File: config.mk
export PLATFORM = sky130hd
export DESIGN_NAME = slr_front
export DESIGN_NICKNAME = d
export VERILOG_FILES = /design/src/hdl/slr_pkg.sv /design/src/hdl/slr_front.sv
export SDC_FILE = /design/constraint.sdc
export NUM_CORES = 1
export LEC_CHECK = 0
export CAP_MARGIN = 20
export CORE_AREA = 10 10 47 49
export DETAILED_ROUTE_END_ITERATION = 8
export DIE_AREA = 0 0 57 59
export DONT_BUFFER_PORTS = 1
export PLACE_DENSITY = 0.4
export SETUP_SLACK_MARGIN = 0.4
export SLEW_MARGIN = 5
export SYNTH_ARGS = -nofsm -noshare
export SYNTH_HDL_FRONTEND = slang
export SYNTH_SLANG_ARGS = --single-unit
File: constraint.sdc
create_clock -name vclk -period 2.9
set_input_delay 0.435 -clock vclk [all_inputs]
set_output_delay 0.435 -clock vclk [all_outputs]
set_load 0.05 [all_outputs]
File: src/hdl/slr_pkg.sv
`timescale 1ns / 1ps
`default_nettype none
// ----------------------------------------------------------------------------
// slr_pkg: shared types and constants of the SLR parse engine
// Item kinds, action codes, result events, parse status, sequencer states and
// the command word that travels from the front end to the back end.
// ----------------------------------------------------------------------------
package slr_pkg;

   // First nonterminal symbol code; goto columns are offset from it.
   localparam logic [5:0] NT_BASE = 6'd29;

   typedef logic [5:0] sym_type;
   typedef logic [4:0] tok_type;
   typedef logic [8:0] depth_type;

   typedef enum logic [2:0] {
      KIND_ACTION  = 3'd0,
      KIND_GOTO    = 3'd1,
      KIND_PROD    = 3'd2,
      KIND_TOKEN   = 3'd3,
      KIND_RESTART = 3'd4
   } kind_type;

   typedef enum logic [1:0] {
      ACT_ERROR  = 2'd0,
      ACT_SHIFT  = 2'd1,
      ACT_REDUCE = 2'd2,
      ACT_ACCEPT = 2'd3
   } act_type;

   typedef enum logic [2:0] {
      EV_SHIFT  = 3'd0,
      EV_REDUCE = 3'd1,
      EV_ACCEPT = 3'd2,
      EV_SYNTAX = 3'd3,
      EV_STACK  = 3'd4
   } event_type;

   typedef enum logic [1:0] {
      ST_RUN      = 2'd0,
      ST_ACCEPTED = 2'd1,
      ST_SYNTAX   = 2'd2,
      ST_STACK    = 2'd3
   } status_type;

   typedef enum logic [2:0] {
      B_CLEAR = 3'd0,
      B_IDLE  = 3'd1,
      B_ACT   = 3'd2,
      B_DEC   = 3'd3,
      B_PROD  = 3'd4,
      B_BASE  = 3'd5,
      B_GRD   = 3'd6,
      B_GOTO  = 3'd7
   } back_state_type;

   typedef struct packed {
      kind_type kind;
      sym_type  row;
      sym_type  column;
      act_type  action_kind;
      sym_type  value;
      tok_type  token_code;
   } cmd_type;

   // Event that repeats a halted outcome.
   function automatic event_type status_event(status_type s);
      event_type ev;
      case (s)
         ST_ACCEPTED: ev = EV_ACCEPT;
         ST_SYNTAX:   ev = EV_SYNTAX;
         default:     ev = EV_STACK;
      endcase
      return ev;
   endfunction

endpackage
`default_nettype wire

File: src/hdl/slr_front.sv
`timescale 1ns / 1ps
`default_nettype none
// ----------------------------------------------------------------------------
// slr_front: input classification
// Accepts items, drops unknown kinds and out-of-range table writes, and
// forwards the rest as commands to the queue.
// ----------------------------------------------------------------------------
module slr_front #(
   parameter int NUM_STATES       = 64,
   parameter int NUM_TERMINALS    = 32,
   parameter int NUM_NONTERMINALS = 16,
   parameter int NUM_PRODUCTIONS  = 64
) (
   input  wire logic             req_valid,
   output logic                  req_stall,
   input  wire logic [2:0]       req_kind,
   input  wire logic [5:0]       req_row,
   input  wire logic [5:0]       req_column,
   input  wire logic [1:0]       req_action_kind,
   input  wire logic [5:0]       req_value,
   input  wire logic [4:0]       req_token_code,
   input  wire logic             q_full,
   input  wire logic             clearing,
   output logic                  q_push,
   output slr_pkg::cmd_type      q_cmd
);

   logic    keep;
   logic    row_state_ok;
   logic    [5:0] nt_index;

   assign req_stall    = q_full | clearing;
   assign row_state_ok = 32'(req_row) < NUM_STATES;
   assign nt_index     = req_column - slr_pkg::NT_BASE;

   always_comb begin
      case (req_kind)
         slr_pkg::KIND_ACTION: begin
            keep = row_state_ok && (32'(req_column) < NUM_TERMINALS);
         end
         slr_pkg::KIND_GOTO: begin
            keep = row_state_ok && (req_column >= slr_pkg::NT_BASE)
                   && (32'(nt_index) < NUM_NONTERMINALS);
         end
         slr_pkg::KIND_PROD: begin
            keep = 32'(req_row) < NUM_PRODUCTIONS;
         end
         slr_pkg::KIND_TOKEN,
         slr_pkg::KIND_RESTART: begin
            keep = 1'b1;
         end
         default: begin
            keep = 1'b0;
         end
      endcase
   end

   assign q_push = req_valid & ~req_stall & keep;

   always_comb begin
      q_cmd.kind        = slr_pkg::kind_type'(req_kind);
      q_cmd.row         = req_row;
      q_cmd.column      = req_column;
      q_cmd.action_kind = slr_pkg::act_type'(req_action_kind);
      q_cmd.value       = req_value;
      q_cmd.token_code  = req_token_code;
   end

endmodule
`default_nettype wire

# Word level (Yosys, flattened, before mapping)
# Cells that the tools add are included.
# Widths: inputs -> output; s select.
# op_classes
n_mul	0
div_mod_pow	0
shifts	0
n_mux	1
eq_ne	4
reduce_logical	3
n_bitwise	4
addsub	1
n_lt_le_gt_ge	3
# ops
cell	count
$eq 3x2->1 const B	2
$ge 6x5->1 const B	1
$lt 6x5->1 const B	1
$lt 6x6->1 const B	1
$sub 6x5->6 const B	1
$eq 3x1->1 const B	1
$eq 3x3->1 const B	1
$logic_not 3->1	1
$pmux 1 s3	1
$reduce_or 3->1	1
$and 1x1->1	2
$logic_and 1x1->1	1
$not 1->1	1
$or 1x1->1	1
# word_totals
ram_bits	0
rom_bits	0
latchBits	0
memories	0
regBits	0
out_inout_bits	30

# Longest topological paths before layout
# logic_depth
word_depth	5
depth_mapped	3

# Worst setup path before layout
# Ideal clock, no wire load.
# synth_timing
path_kind	input to output
startpoint	input req_column[1]
endpoint	output q_push
arrival_ns	1.877
path_buffers	0
path_slack_ns	0.588
path_stages	3
t_required_ns	2.465
path_cell_list	o211a_1 or3_1 a31oi_1
# synth_between
elab_chain_cells	5
word_cells_on_any_way	7
# synth_rtl
item	line_no	source
start: declaration	slr_front.sv:18	input wire logic [5:0] req_column,
$sub 6x5->6	slr_front.sv:34	assign nt_index = req_column - slr_pkg::NT_BASE;
$lt 6x5->1	slr_front.sv:43	&& (32'(nt_index) < NUM_NONTERMINALS);
$logic_and 1x1->1	slr_front.sv:43	
$pmux 1 s3 (*)	slr_front.sv:37	case (req_kind)
$and 1x1->1 (*)	slr_front.sv:58	assign q_push = req_valid & ~req_stall & keep;
end: declaration	slr_front.sv:24	output logic q_push,
# Mark *: on every way between the ends. The rest lies on a longest branch, timed or not.

# Worst setup path in the final report
# Same ends and word-level chain as after synthesis.

==> key figures <==
Logic synthesis
  • Number of library cell types mapped by synthesis: 11
  • Area fraction of the dominant cell type after synthesis: approximately 76%
  • Post-synth top area cell: sky130_fd_sc_hd__buf_4
  • Post-synthesis sequential area ratio: 0%
  • Syn. warnings: 0
  • Total nets after synthesis: 71
  • Post-Syn Instances: 40
  • Top cells by area, synth: sky130_fd_sc_hd__buf_4 76%, sky130_fd_sc_hd__nand2b_1 4.5%, sky130_fd_sc_hd__nand3_1 3.6%, sky130_fd_sc_hd__o211a_1 3.6%, sky130_fd_sc_hd__a31oi_1 2.3%
  • Post-synthesis average cell area: 6.91 um2
  • Netlist Area Pre-Place: between 200 and 300 um2

Global routing
  • Initial antenna violation count: 0
  • Vias in the first global route: 141
  • GRT met1 Usage: between 2 and 2.5%
  • Met3 track utilization from global routing: 3.86%
  • Global-route wire length before repair: roughly 820 um
  • GRT Max-Usage Layer: met2
  • Final global-route overflow total: 0
  • Maximum number of pins on one net before global-route repair: 5
  • Global routing usage on met2: approximately 4.3%
  • Global-route usage over all layers: 2.93%

Timing
  • Max transition margin: a little under three quarters
  • Final count of hold timing violations: 0
  • Fin Hold WS: 0.870 ns
  • Unrepaired setup endpoints after global routing: no
  • Post-route fraction of the period consumed by the critical path: between 60% and 70%
  • Final Max Tran Viols: 0
  • Shortest period the worst path allows: between 1.5 and 2 ns
  • Number of endpoints failing setup at the final stage: 0
  • Slew of the pin with the lowest slew margin: between 0.4 and 0.5 ns
  • Final setup TNS: 0 ns
  • Maximum operating frequency: between 0.5 and 0.6 GHz

Routing
  • Remaining antenna violation count: 0
  • 1st-pass router iterations: 2
  • Number of vias per cell: 3.83
  • Detailed router's first-iteration violation count: 3
  • DR WL/cell: a little under 20 um
  • DRC Markers: 0
  • Final WL: approximately 560 um
  • Via Count: 111

Power
  • Share of power burned in registers: 0%
  • Power Dens Cells: 109 nW/um2
  • P_int: 0.00341 mW
  • Pwr Total: around 0.010 mW
  • Switching fraction of total power: around 67%
  • Power share of the clock group: 0%
  • Net switching power: just under 0.007 mW
  • Total leakage power: roughly 0.035 nW
  • Combinational fraction of design power: 100.0%
  • Worst VDD drop: ~0.0081 mV

Job
  • Max capacitance violation total: 0

Worst hold path
  • Min-delay src: req_token_code[0]
  • Worst hold path depth: 0
  • Worst min-delay path endpoint: q_cmd[0]
  • Worst hold-check path type: primary input to primary output

Worst setup path
  • Type of the worst setup path: primary input to primary output
  • Worst endpoint required time: 2.47 ns
  • Crit path DAT: between 1 and 1.5 ns
  • Launching element type of the critical path: primary input
  • Crit path capture type: primary output
  • Maximum fanout count along the critical path: 2

Die
  • Core Rows: 14
  • Chip height: between 50 and 60 um
  • Core area: roughly 1400 um2
  • Initial standard-cell utilization of the core: approximately a fifth
  • Die Width: ~57 um
  • Die area: 3360 um2
  • I/O Pins: 61

Final layout
  • Share of final-layout standard cells stronger than drive strength 1: 7.69%
  • Number of standard cells in the final layout excluding fillers: 29
  • Finished Cell Area: between 90 and 100 um2
  • Sequential standard cell area: 0 um2
  • Relative area change from synthesis to final layout: -66.1%
  • Sequential cell count of the final layout: 0
  • Layout clock buffer count: 0
  • Number of antenna cells inserted: 0
  • Area taken by multi-input logic gates: 62.6 um2
  • Total number of nets in the final design: 46
  • Fill count: 170

Placement
  • Placed inst area: ~94 um2
  • Post-placement cell count: 29
  • Routability cong.: approximately 0.5
  • I/O Buffers: 0

Clocking
  • Hold-fix buffer count after cts: 0
  • CTS resizes: 0
  • Buffers inserted by post-CTS timing repair: 0

Run status
  • Run status: finished, final reports clean
-- power groups by stage --
stage	sequential, mW	combinational [mW]	clock [mW]
after global routing	0	0.0112	0
after global placement	0	0.0104	0
after detailed placement	0	0.0104	0
final	0	0.0103	0
after floorplan	0	0.113	0
after CTS	0	0.0104	0
-- placed cells by master, fill, tap and decap left out, drive strengths merged --
cell type,synthesis,final
or3,1,1
inv,1,1
buf,28,1
o21ai,1,1
a31oi,1,1
a21oi,1,1
nand2,1,1
nand3,2,2
o211a,1,1
nor2,1,1
nand2b,2,2
-- Yosys cell counts, drive strengths merged --
cell and count:
a31oi 1, inv 1, buf 28, nor2 1
o21ai 1, nand2b 2, or3 1, o211a 1
nand2 1, nand3 2, a21oi 1
-- per-stage QoR --
| step | util (%) | setup WS, ns |
|---|---|---|
| after detailed placement | 6.70 | 1.09 |
| after floorplan | - | 0.588 |
| after global placement | 6.70 | 1.10 |
| final | 6.70 | 1.10 |
| after CTS | 6.70 | 1.09 |
| after global routing | 6.70 | 1.02 |
-- routing by layer --
layer / up-vias / routed length (um)
li1: 46 / -
met1: 40 / 146
met5: - / 0
met4: 0 / 13
met2: 21 / 223
met3: 4 / 177
-- critical path, stage by stage --
cell                      delay [ns]
sky130_fd_sc_hd__o211a_1        0.21
sky130_fd_sc_hd__or3_1          0.34
sky130_fd_sc_hd__a31oi_1        0.16
sky130_fd_sc_hd__buf_4          0.22
-- worst max-delay path by stage --
stage / slack, ns / to / cells past startpoint / start
2_1_floorplan: 0.59 / q_push / 3 / req_column[1]
3_3_place_gp: 1.10 / q_push / 4 / req_column[1]
3_5_place_dp: 1.09 / q_push / 4 / req_column[1]
4_1_cts: 1.09 / q_push / 4 / req_column[1]
5_1_grt: 1.02 / q_push / 4 / req_column[1]
6_report: 1.10 / q_push / 4 / req_column[1]
-- layout make-up --
| class | count | area share [%] |
|---|---|---|
| multi-input cells | 11 | 66.7 |
| repair buffers | 1 | 8.00 |
| inverters | 1 | 4.00 |
| well taps | 16 | 21.3 |
-- cells by family after synthesis --
group / share of synthesized area [%]
simple gates: 13.1
buf+inv: 77.4
compound gates: 9.50
Power figures use the tool's default switching activity.
