[src/hdl/slr_pkg.sv]
`timescale 1ns / 1ps
`default_nettype none
// ----------------------------------------------------------------------------
// slr_pkg: shared types and constants of the SLR parse engine
// Item kinds, action codes, result events, parse status, sequencer states and
// the command word that travels from the front end to the back end.
// ----------------------------------------------------------------------------
package slr_pkg;

   // First nonterminal symbol code; goto columns are offset from it.
   localparam logic [5:0] NT_BASE = 6'd29;

   typedef logic [5:0] sym_type;
   typedef logic [4:0] tok_type;
   typedef logic [8:0] depth_type;

   typedef enum logic [2:0] {
      KIND_ACTION  = 3'd0,
      KIND_GOTO    = 3'd1,
      KIND_PROD    = 3'd2,
      KIND_TOKEN   = 3'd3,
      KIND_RESTART = 3'd4
   } kind_type;

   typedef enum logic [1:0] {
      ACT_ERROR  = 2'd0,
      ACT_SHIFT  = 2'd1,
      ACT_REDUCE = 2'd2,
      ACT_ACCEPT = 2'd3
   } act_type;

   typedef enum logic [2:0] {
      EV_SHIFT  = 3'd0,
      EV_REDUCE = 3'd1,
      EV_ACCEPT = 3'd2,
      EV_SYNTAX = 3'd3,
      EV_STACK  = 3'd4
   } event_type;

   typedef enum logic [1:0] {
      ST_RUN      = 2'd0,
      ST_ACCEPTED = 2'd1,
      ST_SYNTAX   = 2'd2,
      ST_STACK    = 2'd3
   } status_type;

   typedef enum logic [2:0] {
      B_CLEAR = 3'd0,
      B_IDLE  = 3'd1,
      B_ACT   = 3'd2,
      B_DEC   = 3'd3,
      B_PROD  = 3'd4,
      B_BASE  = 3'd5,
      B_GRD   = 3'd6,
      B_GOTO  = 3'd7
   } back_state_type;

   typedef struct packed {
      kind_type kind;
      sym_type  row;
      sym_type  column;
      act_type  action_kind;
      sym_type  value;
      tok_type  token_code;
   } cmd_type;

   // Event that repeats a halted outcome.
   function automatic event_type status_event(status_type s);
      event_type ev;
      case (s)
         ST_ACCEPTED: ev = EV_ACCEPT;
         ST_SYNTAX:   ev = EV_SYNTAX;
         default:     ev = EV_STACK;
      endcase
      return ev;
   endfunction

endpackage
`default_nettype wire

[src/hdl/slr_queue.sv]
`timescale 1ns / 1ps
`default_nettype none
// ----------------------------------------------------------------------------
// slr_queue: two-entry command queue
// Decouples the front end from the back end.
// ----------------------------------------------------------------------------
module slr_queue (
   input  wire logic             clock,
   input  wire logic             reset,
   input  wire logic             push,
   input  wire slr_pkg::cmd_type push_cmd,
   output logic                  full,
   input  wire logic             pop,
   output logic                  head_valid,
   output slr_pkg::cmd_type      head_cmd
);

   slr_pkg::cmd_type mem_ff [2];
   logic             wr_ptr_ff, wr_ptr_in;
   logic             rd_ptr_ff, rd_ptr_in;
   logic [1:0]       count_ff, count_in;

   assign full       = (count_ff == 2'd2);
   assign head_valid = (count_ff != 2'd0);
   assign head_cmd   = mem_ff[rd_ptr_ff];

   always_comb begin
      wr_ptr_in = push ? ~wr_ptr_ff : wr_ptr_ff;
      rd_ptr_in = pop ? ~rd_ptr_ff : rd_ptr_ff;
      case ({push, pop})
         2'b10:   count_in = count_ff + 2'd1;
         2'b01:   count_in = count_ff - 2'd1;
         default: count_in = count_ff;
      endcase
   end

   always_ff @(posedge clock) begin
      if (reset) begin
         wr_ptr_ff <= 1'b0;
         rd_ptr_ff <= 1'b0;
         count_ff  <= 2'd0;
      end else begin
         wr_ptr_ff <= wr_ptr_in;
         rd_ptr_ff <= rd_ptr_in;
         count_ff  <= count_in;
      end
   end

   always_ff @(posedge clock) begin
      if (push) begin
         mem_ff[wr_ptr_ff] <= push_cmd;
      end
   end

endmodule
`default_nettype wire

[config.mk]
export PLATFORM = sky130hd
export DESIGN_NAME = slr_queue
export DESIGN_NICKNAME = d
export VERILOG_FILES = /design/src/hdl/slr_pkg.sv /design/src/hdl/slr_queue.sv
export SDC_FILE = /design/constraint.sdc
export NUM_CORES = 1
export LEC_CHECK = 0
export BUFFER_PORTS_ARGS = -buffer_cell sky130_fd_sc_hd__clkbuf_2
export CORE_MARGIN = 10
export CORE_UTILIZATION = 55
export CTS_CLUSTER_SIZE = 10
export DETAILED_ROUTE_END_ITERATION = 8
export PLACE_DENSITY = 0.83
export SYNTH_ARGS = -nofsm -noshare
export SYNTH_HDL_FRONTEND = slang
export SYNTH_SLANG_ARGS = --single-unit
[constraint.sdc]
create_clock -name clock -period 5.68 [get_ports clock]
set_clock_uncertainty 0.2 [all_clocks]
set_input_delay 0.852 -clock clock [delete_from_list [all_inputs] [get_ports clock]]
set_output_delay 0.852 -clock clock [all_outputs]
set_load 0.02 [all_outputs]
-- Yosys cells after proc, flatten, opt, wreduce, memory -nomap -nowiden
Memories as Yosys holds them, arrays and structs flattened. A register that Yosys moved wholly into a read port is not among the register bits.
Index checks and enable logic that the tools add are counted.
- register bits after elaboration: 4
- memory bits (writable): 56
- input port bits: 32
- logic and storage cells: 18
- memories: 1
- add/sub/neg operators: 2
- equal/unequal tests: 3
- mux-type cells: 5
- bitwise operators: 2
- reduce and logical (&&, ||, !) cells: 2
- memories (name ; words ; bits a word ; read ports ; clocked after memory_dff ; write ports ; RTL line ; text):
    mem_ff ; 2 ; 28 ; 1 ; 1 ; 1 ; slr_queue.sv:18 ; slr_pkg::cmd_type mem_ff [2];
- operators with widths (operator ; count):
    $eq A2 B2 Y1 const B ; 2
    $mux W1 ; 4
    $pmux W2 S2 ; 1
    $reduce_bool A2 Y1 ; 2
    $add A2 B1 Y2 const B ; 1
    $eq A2 B1 Y1 const B ; 1
    $not A1 Y1 ; 2
    $sub A2 B1 Y2 const B ; 1

-- Longest topological paths before layout
Gate-level depths: netlist of run 1.
- depth after elaboration: 3
- mapped depth: 5

-- Least setup slack after synthesis of run 1
No wires, ideal clock.
- kind: input to register
- start: in push
- end: mem mem_ff[0][0] in the netlist's numbering (enable)
- library setup time: 0.413 ns
- data arrival time: 2.090 ns
- data required time: 5.067 ns
- path slack: 2.977 ns
- stages: 2
- buffers on the path: 0
- cells stage by stage: inv_1 -> nor2_1
- longest elaborated chain between the ends: 2
- ends and longest elaborated chain (element ; RTL line ; text):
    from (decl) ; slr_queue.sv:10 ; input wire logic push,
    $mux W1 ; slr_queue.sv:50 ; if (push) begin
    $mux W1 (not written as such) ; slr_queue.sv:51 ; mem_ff[wr_ptr_ff] <= push_cmd;
    to (decl) ; slr_queue.sv:18 ;
No other way between the ends.

==> results of run 1 <==
==> cells in the mapped netlist (2+ instances only) <==
master	instances
mux2_2	28
edfxtp_1	56
dfxtp_1	5
xnor2_1	3
nor2_1	5
buf_2	2
==> sequential cells by signal, summed over array words and instances (netlist names), named ones only <==
register	flops
mem_ff	56
rd_ptr_ff	1
count_ff	2
wr_ptr_ff	1
==> how the worst min path moves through the flow <==
stage / endpoint / depth (start not counted)
6_report: count_ff[1] / 2
3_3_place_gp: count_ff[1] / 2
4_1_cts: count_ff[1] / 2
3_5_place_dp: count_ff[1] / 2
2_1_floorplan: count_ff[1] / 2
5_1_grt: count_ff[1] / 2
==> metrics by stage <==
stage                     setup slack (ns)  hold slack (ns)  instance area, sq um  total power [uW]  util (%)
final                                 2.57            0.307                  2770              1010      70.3
after global routing                  2.42            0.342                  2770              1050      70.3
after CTS                             2.54            0.314                  2770              1020      70.3
after detailed placement              2.88            0.303                  2590               673      65.7
after global placement                2.89            0.269                  2590               668      65.7
after floorplan                       2.98            0.256                  2220               624         -
==> per-layer routing <==
metal / vias up / routed length, um / GRT usage (%)
li1: 557 / - / -
met1: 567 / 1460 / 11.1
met2: 34 / 2130 / 20.8
met3: 7 / 324 / 5.66
met4: 0 / 81 / 6.85
met5: - / 0 / 0
==> worst reg2reg max path, cell delays in order (launching register included) <==
cell and delay [ns]:
dfxtp_1 0.39, and2_1 0.14, buf_4 0.34
==> area by class of cell <==
cell class / instances / area, sq um / area share [%]
well taps: 50 / 62.6 / 2.26
repair buffers: 63 / 320 / 11.6
multi-input cells: 44 / 422 / 15.2
flip-flops and latches: 61 / 1780 / 64.3
clock inverters: 6 / 53.8 / 1.94
inverters: 1 / 3.75 / 0.135
clock buffers: 10 / 128 / 4.60
==> power breakdown <==
part | total, uW | internal, uW | switching (uW) | leakage, uW
sequential | 538 | 522 | 15.5 | 0.000567
clock | 347 | 197 | 150 | 0.0000888
combinational | 123 | 53.5 | 69.8 | 0.000418
==> kinds of logic after synthesis <==
kind of cell | Yosys count
multiplexers | 28
AO/OA/AOI/OAI | 2
flip-flops | 61
adder cells (fa/ha/maj) | 1
buffers and inverters | 4
AND/OR/NAND/NOR | 9
XOR/XNOR | 4
==> placed cells by master, fill, tap and decap left out <==
master      netlist  layout
and2b_2           1       1
or3_1             1       1
inv_1             1       1
clkinvlp_4        0       1
clkbuf_2          0      61
a21oi_1           1       1
or2_2             1       1
and2_1            1       1
nor2_2            0       1
clkbuf_8          0       9
mux2_2           28      28
o21ai_0           1       1
nor2_1            5       4
clkinv_1          0       3
ha_1              1       1
bufinv_16         0       1
dfxtp_1           5       5
clkinv_2          0       1
xnor2_1           3       3
buf_4             1       2
edfxtp_1         56      56
clkbuf_1          0       1
xor2_1            1       1
==> results.md, run 1 <==
- First-pass GRT wire length: 6.47 mm
- RePlAce Congestion: 0.730
- Flop2flop setup slack: 4.27 ns
- Sink Count: 61
- Die Width: 83.6 um
- Number of buffers created by CTS: 9
- Synth Area in Simple Gates: 2.08%
- Largest net degree at the start of global routing: 29
- Number of I/O pins: 62
- Critical path endpoint: head_cmd[8]
- DRC violation count after routing: 0
- Status: finished clean
- Crit-path max FO: 28
- Period utilization: 54.8%
- Via Count: 1165
- Clock Tree Root: clkbuf_8
- CP max stage delay: 1.13 ns
- CP Cell Sequence: mux2_2 -> clkbuf_2
- Wirelength per Cell: 17.0 um
- Multiplexer share of the synthesized area: 14.2%
- Initial antenna violation count: 0
- VDD IR max: 0.000239 V
- Cell Pwr Density: 364 nW/um^2
- Tmin final: 3.11 ns
- Synth area leaders: edfxtp_1 (76%), mux2_2 (14%), dfxtp_1 (4.5%), xnor2_1 (1.2%), nor2_1 (0.84%)
- MaxCap Viol Count: 0
- Critical Path AT: 2.06 ns
- Crit Path Category: flop to output pin
- Hold Path Class: flop to flop
- Row count: 23
- Avg Inst Size Synth: 20.4 sq um
- Setup crit end kind: output pin
- Later-pin clock latency in the skew report: 0.32 ns
- RSZ-0062 raised after global routing: false
- ANT nets after route: 0
- Routed WL: 4.00 mm
- Starting Density: 56.4%
- Syn Nets: 142
- Largest family of logic cells by synthesized area: multiplexers
- Adder-cell area share of the yosys netlist: 0.563%
- DIE AREA: 6980 sq um
- Worst path required time: 4.63 ns
- Fmax: 321 MHz
- TritonCTS clock tree: built
- Vias per cell: 4.96
- Reg2Reg Capture Point: mem_ff[1][18]
- Hold_sp: count_ff[1]
- Clock transition at path regs: 0.06 ns
- CP bufs+invs: 1
- Hold Vio Cnt, Final: 0
- Flops & latches, synth: 61
- CP max stage cell: dfxtp_1
- Die Height: 83.6 um
- Worst Reg-to-Reg Cells: 2
- N_diodes: 0
- H-tree depth: 3
- Core Footprint: 3940 sq um
- Layout cell share with drive strength beyond 1: 57.3%
- # resized after CTS: 0
- Final Setup Violations: 0
- Post-synthesis cell count: 109
- Syn Std Cell Area: 2220 sq um
- Post-synth top area share: 75.7%
- Critical path launch point type: flop
- Most common flop cell mapped by yosys: edfxtp_1
- Cell family with most CP delay: flip-flops
- Leakage: 0.00107 uW
- Worst-margin pin slew: 1.22 ns
- Setup TNS: 0 ns
- Number of global-route vias before repair: 1324
- Max Transition Viols Final: 0
- Setup bufs post-CTS: 0
- Netlist cell types: 16
- Iteration-0 DRC Markers: 51
- Final-layout fill cell count: 275
- Fin cells: 235
- Layout area overhead: 24.7%
- Cells after DPL: 219
- Number of synthesized flops with an enable pin: 56
- Gr usage total: 11.9%
- Pre-antenna DRT Iters: 4
- Rel. slew slack: 18.5%
- IO buf count: 61
- R2r startpoint: wr_ptr_ff
- Compound-Gate Fraction of Synth Area: 0.450%
- Hold-fix buffers, CTS: 0
- Worst path depth: 2
- Register area share after synthesis: 80.2%
- Async SR Flop Fraction: 0%
- Yosys warning count: 0
- DP HPWL: 2.82 mm
- Synth Area in XOR/XNOR: 1.58%
- Final #Nets: 213
- Dominant cell type by area after synthesis: edfxtp_1
- Global route overflow: 0
- Clock Path Buffers: 2
Note: power is estimated with default switching activity, not from simulation.
==> run 2, diff against run 1 <==
ABC_AREA = 1   (was unset)
CORE_UTILIZATION = 46   (was 55)
PLACE_DENSITY = 0.74   (was 0.83)
clock period = 2.5 ns   (was 5.68 ns; I/O delays follow)
==> run 2 against run 1 <==
  * Global-route usage is 1.1 points lower
  * Register-to-register slack got worse by 3.1 ns
  * Count of clock-buffer cells in the layout unchanged
  * Non-clock buffer count increased by 2
  * Highest routed layer unchanged
  * Critical path depth grew 1
  * Largest power group unchanged
==> results.md, run 2 <==
- Synth area leaders: edfxtp_1 (72%), mux2_4 (13%), dfxtp_1 (4.3%), mux2_2 (3.8%), buf_12 (1.7%) (was edfxtp_1 (76%), mux2_2 (14%), dfxtp_1 (4.5%), xnor2_1 (1.2%), nor2_1 (0.84%))
- Later-pin clock latency in the skew report: 0.32 ns (about the same)
- Via Count: 1247 (was 1165)
- Routed WL: 4.41 mm (was 4.00 mm)
- Worst path required time: 1.92 ns (was 4.63 ns)
- Commonest cells in the netlist: edfxtp_1 (56), mux2_4 (20), nor2_1 (9) (was edfxtp_1 (56), mux2_2 (28), dfxtp_1 (5), nor2_1 (5), xnor2_1 (3))
- Dominant cell type by area after synthesis: edfxtp_1 (unchanged)
- Final hold slack: 0.0405 ns (was 0.307 ns)
- Leading registers by flop count: mem_ff: 56 flops, count_ff: 2 flops (unchanged)
- Gr usage total: 10.9% (was 11.9%)
- Initial antenna violation count: 0 (unchanged)
- Die Height: 91.5 um (was 83.6 um)
- CP bufs+invs: 2 (was 1)
- Global route overflow: 0 (unchanged)
- Core Footprint: 4850 sq um (was 3940 sq um)
- IO buf count: 61 (unchanged)
- Cells after DPL: 249 (was 219)
- First-pass GRT wire length: 6.91 mm (was 6.47 mm)
- CP Cell Sequence: buf_12 -> mux2_4 -> clkbuf_2 (was mux2_2 -> clkbuf_2)
- Status: finished clean (unchanged)
- Number of I/O pins: 62 (unchanged)
- RSZ-0062 raised after global routing: false (unchanged)
- Cell Pwr Density: 755 nW/um^2 (was 364 nW/um^2)
- CP max stage cell: dfxtp_2 (was dfxtp_1)
- Die Width: 91.5 um (was 83.6 um)
- Post-synthesis cell count: 120 (was 109)
- Worst-margin pin slew: 0.435 ns (was 1.22 ns)
- Number of synthesized flops with an enable pin: 56 (unchanged)
- Top reg by flops: mem_ff (unchanged)
- Fmax: 454 MHz
- Max Transition Viols Final: 0 (unchanged)
- Avg Inst Size Synth: 19.6 sq um (was 20.4 sq um)
- Max reg flops: 56 (unchanged)
- Hold-fix buffers, CTS: 0 (unchanged)
- Final Core Density: 59.4% (was 70.3%)
- Number of buffers created by CTS: 9 (unchanged)
- Layout area overhead: 22.5% (was 24.7%)
- DIE AREA: 8360 sq um (was 6980 sq um)
- DRC violation count after routing: 0 (unchanged)
- Number of global-route vias before repair: 1383 (was 1324)
- Period utilization: 88.0%
- TritonCTS clock tree: built (unchanged)
- Fin cells: 263 (was 235)
- MaxCap Viol Count: 0 (unchanged)
- ANT nets after route: 0 (unchanged)
- Hold Path Class: input pin to flop (was flop to flop)
- Tmin final: 2.20 ns
- Starting Density: 48.4% (was 56.4%)
- Leakage: 0.00119 uW (was 0.00107 uW)
- Layout cell share with drive strength beyond 1: 54.1% (was 57.3%)
- N_diodes: 0 (unchanged)
- Setup TNS: 0 ns (unchanged)
- Most common cell in the netlist: edfxtp_1 (unchanged)
- # resized after CTS: 0 (unchanged)
- Most frequent cells in the layout: clkbuf_2 (61), edfxtp_1 (56), mux2_4 (20) (was clkbuf_2 (61), edfxtp_1 (56), mux2_2 (28))
- Syn Std Cell Area: 2350 sq um (was 2220 sq um)
- Iteration-0 DRC Markers: 76 (was 51)
- Most common cell after layout, fill and taps aside: clkbuf_2 (unchanged)
- Sink Count: 61 (unchanged)
- Hold Vio Cnt, Final: 0 (unchanged)
- Crit Path Category: flop to output pin (unchanged)
- Area occupied by multi-input gates: 492 sq um (was 422 sq um)
- Syn Nets: 153 (was 142)
- Crit-path max FO: 15 (was 28)
- Register area share after synthesis: 75.9% (was 80.2%)
- Pre-antenna DRT Iters: 4 (unchanged)
- Final #Nets: 226 (was 213)
- Rel. slew slack: 71.0% (was 18.5%)
- VDD IR max: 0.000418 V (was 0.000239 V)
- Critical path launch point type: flop (unchanged)
- Setup bufs post-CTS: 0 (unchanged)
- Clock transition at path regs: 0.06 ns (about the same)
- Post-synth top area share: 71.6% (was 75.7%)
- DP HPWL: 3.24 mm (was 2.82 mm)
- Critical Path AT: 1.63 ns (was 2.06 ns)
- Clock Tree Root: clkbuf_8 (unchanged)
- Setup crit end kind: output pin (unchanged)
- Wirelength per Cell: 16.8 um (was 17.0 um)
- Largest net degree at the start of global routing: 30 (was 29)
- Final Setup Violations: 0 (unchanged)
- Async SR Flop Fraction: 0% (unchanged)
- RePlAce Congestion: 0.682 (was 0.730)
- Final-layout fill cell count: 377 (was 275)
- Most common flop cell mapped by yosys: edfxtp_1 (unchanged)
- H-tree depth: 3 (unchanged)
- Netlist cell types: 15 (was 16)
- CP max stage delay: 0.60 ns (was 1.13 ns)
- Cell family with most CP delay: flip-flops (unchanged)
- Yosys warning count: 0 (unchanged)
- Clock Path Buffers: 2 (unchanged)
- Row count: 25 (was 23)
- Vias per cell: 4.74 (was 4.96)
- FF+latch area: 1780 sq um (about the same)
- Flops & latches, synth: 61 (unchanged)
-- run 2: changes by cell type after synthesis, sizes merged, moves of 2 or more --
cell	before	now
inv	1	7
nand2	0	6
nor2	5	9
xnor2	3	1
-- run 2: final cells by class --
cell class                      count  share of cell area (%)
Sequential cell                    61                    62.0
Multi-Input combinational cell     49                    17.1
Timing Repair Buffer               65                    12.1
Clock buffer                       10                    4.43
Tap cell                           67                    2.91
Inverter                            7                   0.913
Clock inverter                      4                   0.609
-- run 2: routing by layer --
layer | vias up | GRT usage [%] | routed length [um]
met1 | 603 | 11.1 | 1790
met5 | - | 0 | 0
li1 | 591 | - | -
met3 | 6 | 4.94 | 362
met4 | 0 | 7.44 | 63
met2 | 47 | 17.4 | 2200
-- run 2: cells by family after synthesis --
kind of cell,count (synthesis),synth area share [%]
mux,28,16.6
compound gates,2,0.426
buf+inv,10,3.30
xor+xnor,1,0.373
simple gates,17,2.88
fa+ha+maj,1,0.533
flops,61,75.9
-- run 2: metrics by stage --
step                      instance area (sq um)  worst slack, ns  total power, uW
final                                      2880            0.300             2170
after global routing                       2880            0.200             2270
after CTS                                  2880            0.270             2210
after detailed placement                   2730            0.627             1530
after global placement                     2730            0.653             1520
after floorplan                            2350            0.274             1430
-- run 2: power by group --
| part | total [uW] | switching (uW) | leakage [uW] | internal, uW |
|---|---|---|---|---|
| logic | 300 | 164 | 0.000541 | 137 |
| registers | 1210 | 27.3 | 0.000567 | 1180 |
| clock network | 669 | 331 | 0.0000768 | 338 |
| total | 2170 | 522 | 0.00119 | 1650 |
-- run 2: worst paths after layout --
kind | startpoint | to | slack [ns] | cells past startpoint
setup / recovery | flop | head_cmd[6] | 0.30 | 3
hold / removal | push_cmd[0] | mem_ff[1][0] | 0.04 | 1
setup reg to reg | wr_ptr_ff | mem_ff[1][19] | 1.13 | 3
hold reg to reg | wr_ptr_ff | wr_ptr_ff | 0.33 | 2
==> run 3, diff against run 2 <==
REMOVE_ABC_BUFFERS = 1   (was unset)
==> run 3 against run 2 <==
  * Sequential cell count did not move
  * Cell count rose by 0.76%
  * Maximum frequency rose by 9.9%
  * Design area rose by 3.0%
  * Combinational power rose by 4%
  * Core utilization rose by 1.8 points
  * Die area did not move
  * Sequential share of layout area fell by 1.8 points
  * Total power rose by 16%
==> results.md, run 3 (synthesized netlist as in run 2, its figures left out) <==
- Clock Tree Root: clkbuf_8 (unchanged)
- Final-layout fill cell count: 371 (was 377)
- Cells after DPL: 249 (unchanged)
- Hold Vio Cnt, Final: 0 (unchanged)
- Fmax: 499 MHz (was 454 MHz)
- Top reg by flops: mem_ff (unchanged)
- Hold-fix buffers, CTS: 0 (unchanged)
- DIE AREA: 8360 sq um (unchanged)
- Setup TNS: 0 ns (unchanged)
- Area occupied by multi-input gates: 492 sq um (unchanged)
- Leading registers by flop count: mem_ff: 56 flops, count_ff: 2 flops (unchanged)
- Hold Path Class: input pin to flop (unchanged)
- Largest net degree at the start of global routing: 29 (was 30)
- MaxCap Viol Count: 0 (unchanged)
- Crit-path max FO: 28 (was 15)
- Layout area overhead: 26.2% (was 22.5%)
- TritonCTS clock tree: built (unchanged)
- Final #Nets: 226 (unchanged)
- Fin cells: 265 (was 263)
- Tmin final: 2.00 ns (was 2.20 ns)
- Vias per cell: 4.85 (was 4.74)
- RSZ-0062 raised after global routing: false (unchanged)
- Max Transition Viols Final: 0 (unchanged)
- VDD IR max: 0.000464 V (was 0.000418 V)
- Number of global-route vias before repair: 1471 (was 1383)
- FF+latch area: 1780 sq um (unchanged)
- Routed WL: 4.43 mm (was 4.41 mm)
- Later-pin clock latency in the skew report: 0.33 ns (was 0.32 ns)
- Starting Density: 48.4% (unchanged)
- Status: finished clean (unchanged)
- Clock Path Buffers: 2 (unchanged)
- Row count: 25 (unchanged)
- Rel. slew slack: 77.0% (was 71.0%)
- Most frequent cells in the layout: clkbuf_2 (61), edfxtp_1 (56), mux2_4 (20) (unchanged)
- Clock transition at path regs: 0.07 ns (was 0.06 ns)
- Die Width: 91.5 um (unchanged)
- Gr usage total: 11.1% (was 10.9%)
- Wirelength per Cell: 16.7 um (was 16.8 um)
- Worst-margin pin slew: 0.345 ns (was 0.435 ns)
- Max reg flops: 56 (unchanged)
- Iteration-0 DRC Markers: 65 (was 76)
- Worst path required time: 1.92 ns (about the same)
- Via Count: 1286 (was 1247)
- Final Setup Violations: 0 (unchanged)
- Sink Count: 61 (unchanged)
- Critical Path AT: 1.43 ns (was 1.63 ns)
- Cell Pwr Density: 850 nW/um^2 (was 755 nW/um^2)
- First-pass GRT wire length: 7.11 mm (was 6.91 mm)
- DRC violation count after routing: 0 (unchanged)
- Leakage: 0.00122 uW (was 0.00119 uW)
- Period utilization: 80.1% (was 88.0%)
- Number of I/O pins: 62 (unchanged)
- Setup bufs post-CTS: 0 (unchanged)
- Setup crit end kind: output pin (unchanged)
- Pre-antenna DRT Iters: 4 (unchanged)
- N_diodes: 0 (unchanged)
- DP HPWL: 3.20 mm (was 3.24 mm)
- RePlAce Congestion: 0.668 (was 0.682)
- Global route overflow: 0 (unchanged)
- Initial antenna violation count: 0 (unchanged)
- ANT nets after route: 0 (unchanged)
- Number of buffers created by CTS: 9 (unchanged)
- Layout cell share with drive strength beyond 1: 54.5% (was 54.1%)
- Die Height: 91.5 um (unchanged)
- Final hold slack: 0.0285 ns (was 0.0405 ns)
- Core Footprint: 4850 sq um (unchanged)
- Final Core Density: 61.1% (was 59.4%)
- Most common cell after layout, fill and taps aside: clkbuf_2 (unchanged)
- IO buf count: 61 (unchanged)
- Crit Path Category: flop to output pin (unchanged)
- # resized after CTS: 0 (unchanged)
- Critical path launch point type: flop (unchanged)
- H-tree depth: 3 (unchanged)
-- run 3: worst max-delay path: stages, from the launching register on --
cell      delay (ns)
dfxtp_2         0.34
buf_12          0.23
mux2_2          0.37
clkbuf_2        0.16
-- run 3: power by group --
| part | switching [uW] | internal (uW) | leakage (uW) |
|---|---|---|---|
| combinational | 174 | 137 | 0.000541 |
| sequential | 18.4 | 1180 | 0.000567 |
| clock | 353 | 658 | 0.000115 |
-- run 3: path summary, 6_finish.rpt --
| path | endpoint | slack (ns) | depth (start not counted) | start |
|---|---|---|---|---|
| setup reg to reg | mem_ff[1][1] | 1.06 | 3 | wr_ptr_ff |
| hold / removal | mem_ff[1][14] | 0.03 | 1 | push_cmd[14] |
| hold reg to reg | wr_ptr_ff | 0.33 | 2 | wr_ptr_ff |
| setup / recovery | head_cmd[27] | 0.50 | 3 | flop |
-- run 3: per-stage QoR --
stage                     power (uW)  instance area (sq um)  setup slack [ns]
after global routing            2620                   2960             0.419
after global placement          1520                   2730             0.866
after CTS                       2550                   2960             0.465
after floorplan                 1410                   2300             0.274
final                           2520                   2960             0.498
after detailed placement        1540                   2730             0.830
-- run 3: per-layer routing --
metal / routed length (um) / GRT usage [%] / share of wire (%)
met5: 0 / 0 / 0
met4: 80 / 6.53 / 1.8
met3: 416 / 7.00 / 9.4
met2: 2240 / 18.5 / 51
met1: 1690 / 10.2 / 38
-- run 3: cell type report --
class,count,area share [%]
sequential,61,60.2
multi-input combinational,49,16.6
timing repair buffer,65,11.7
clock buffer,11,4.43
clock inverter,5,3.34
tap,67,2.83
inverter,7,0.887
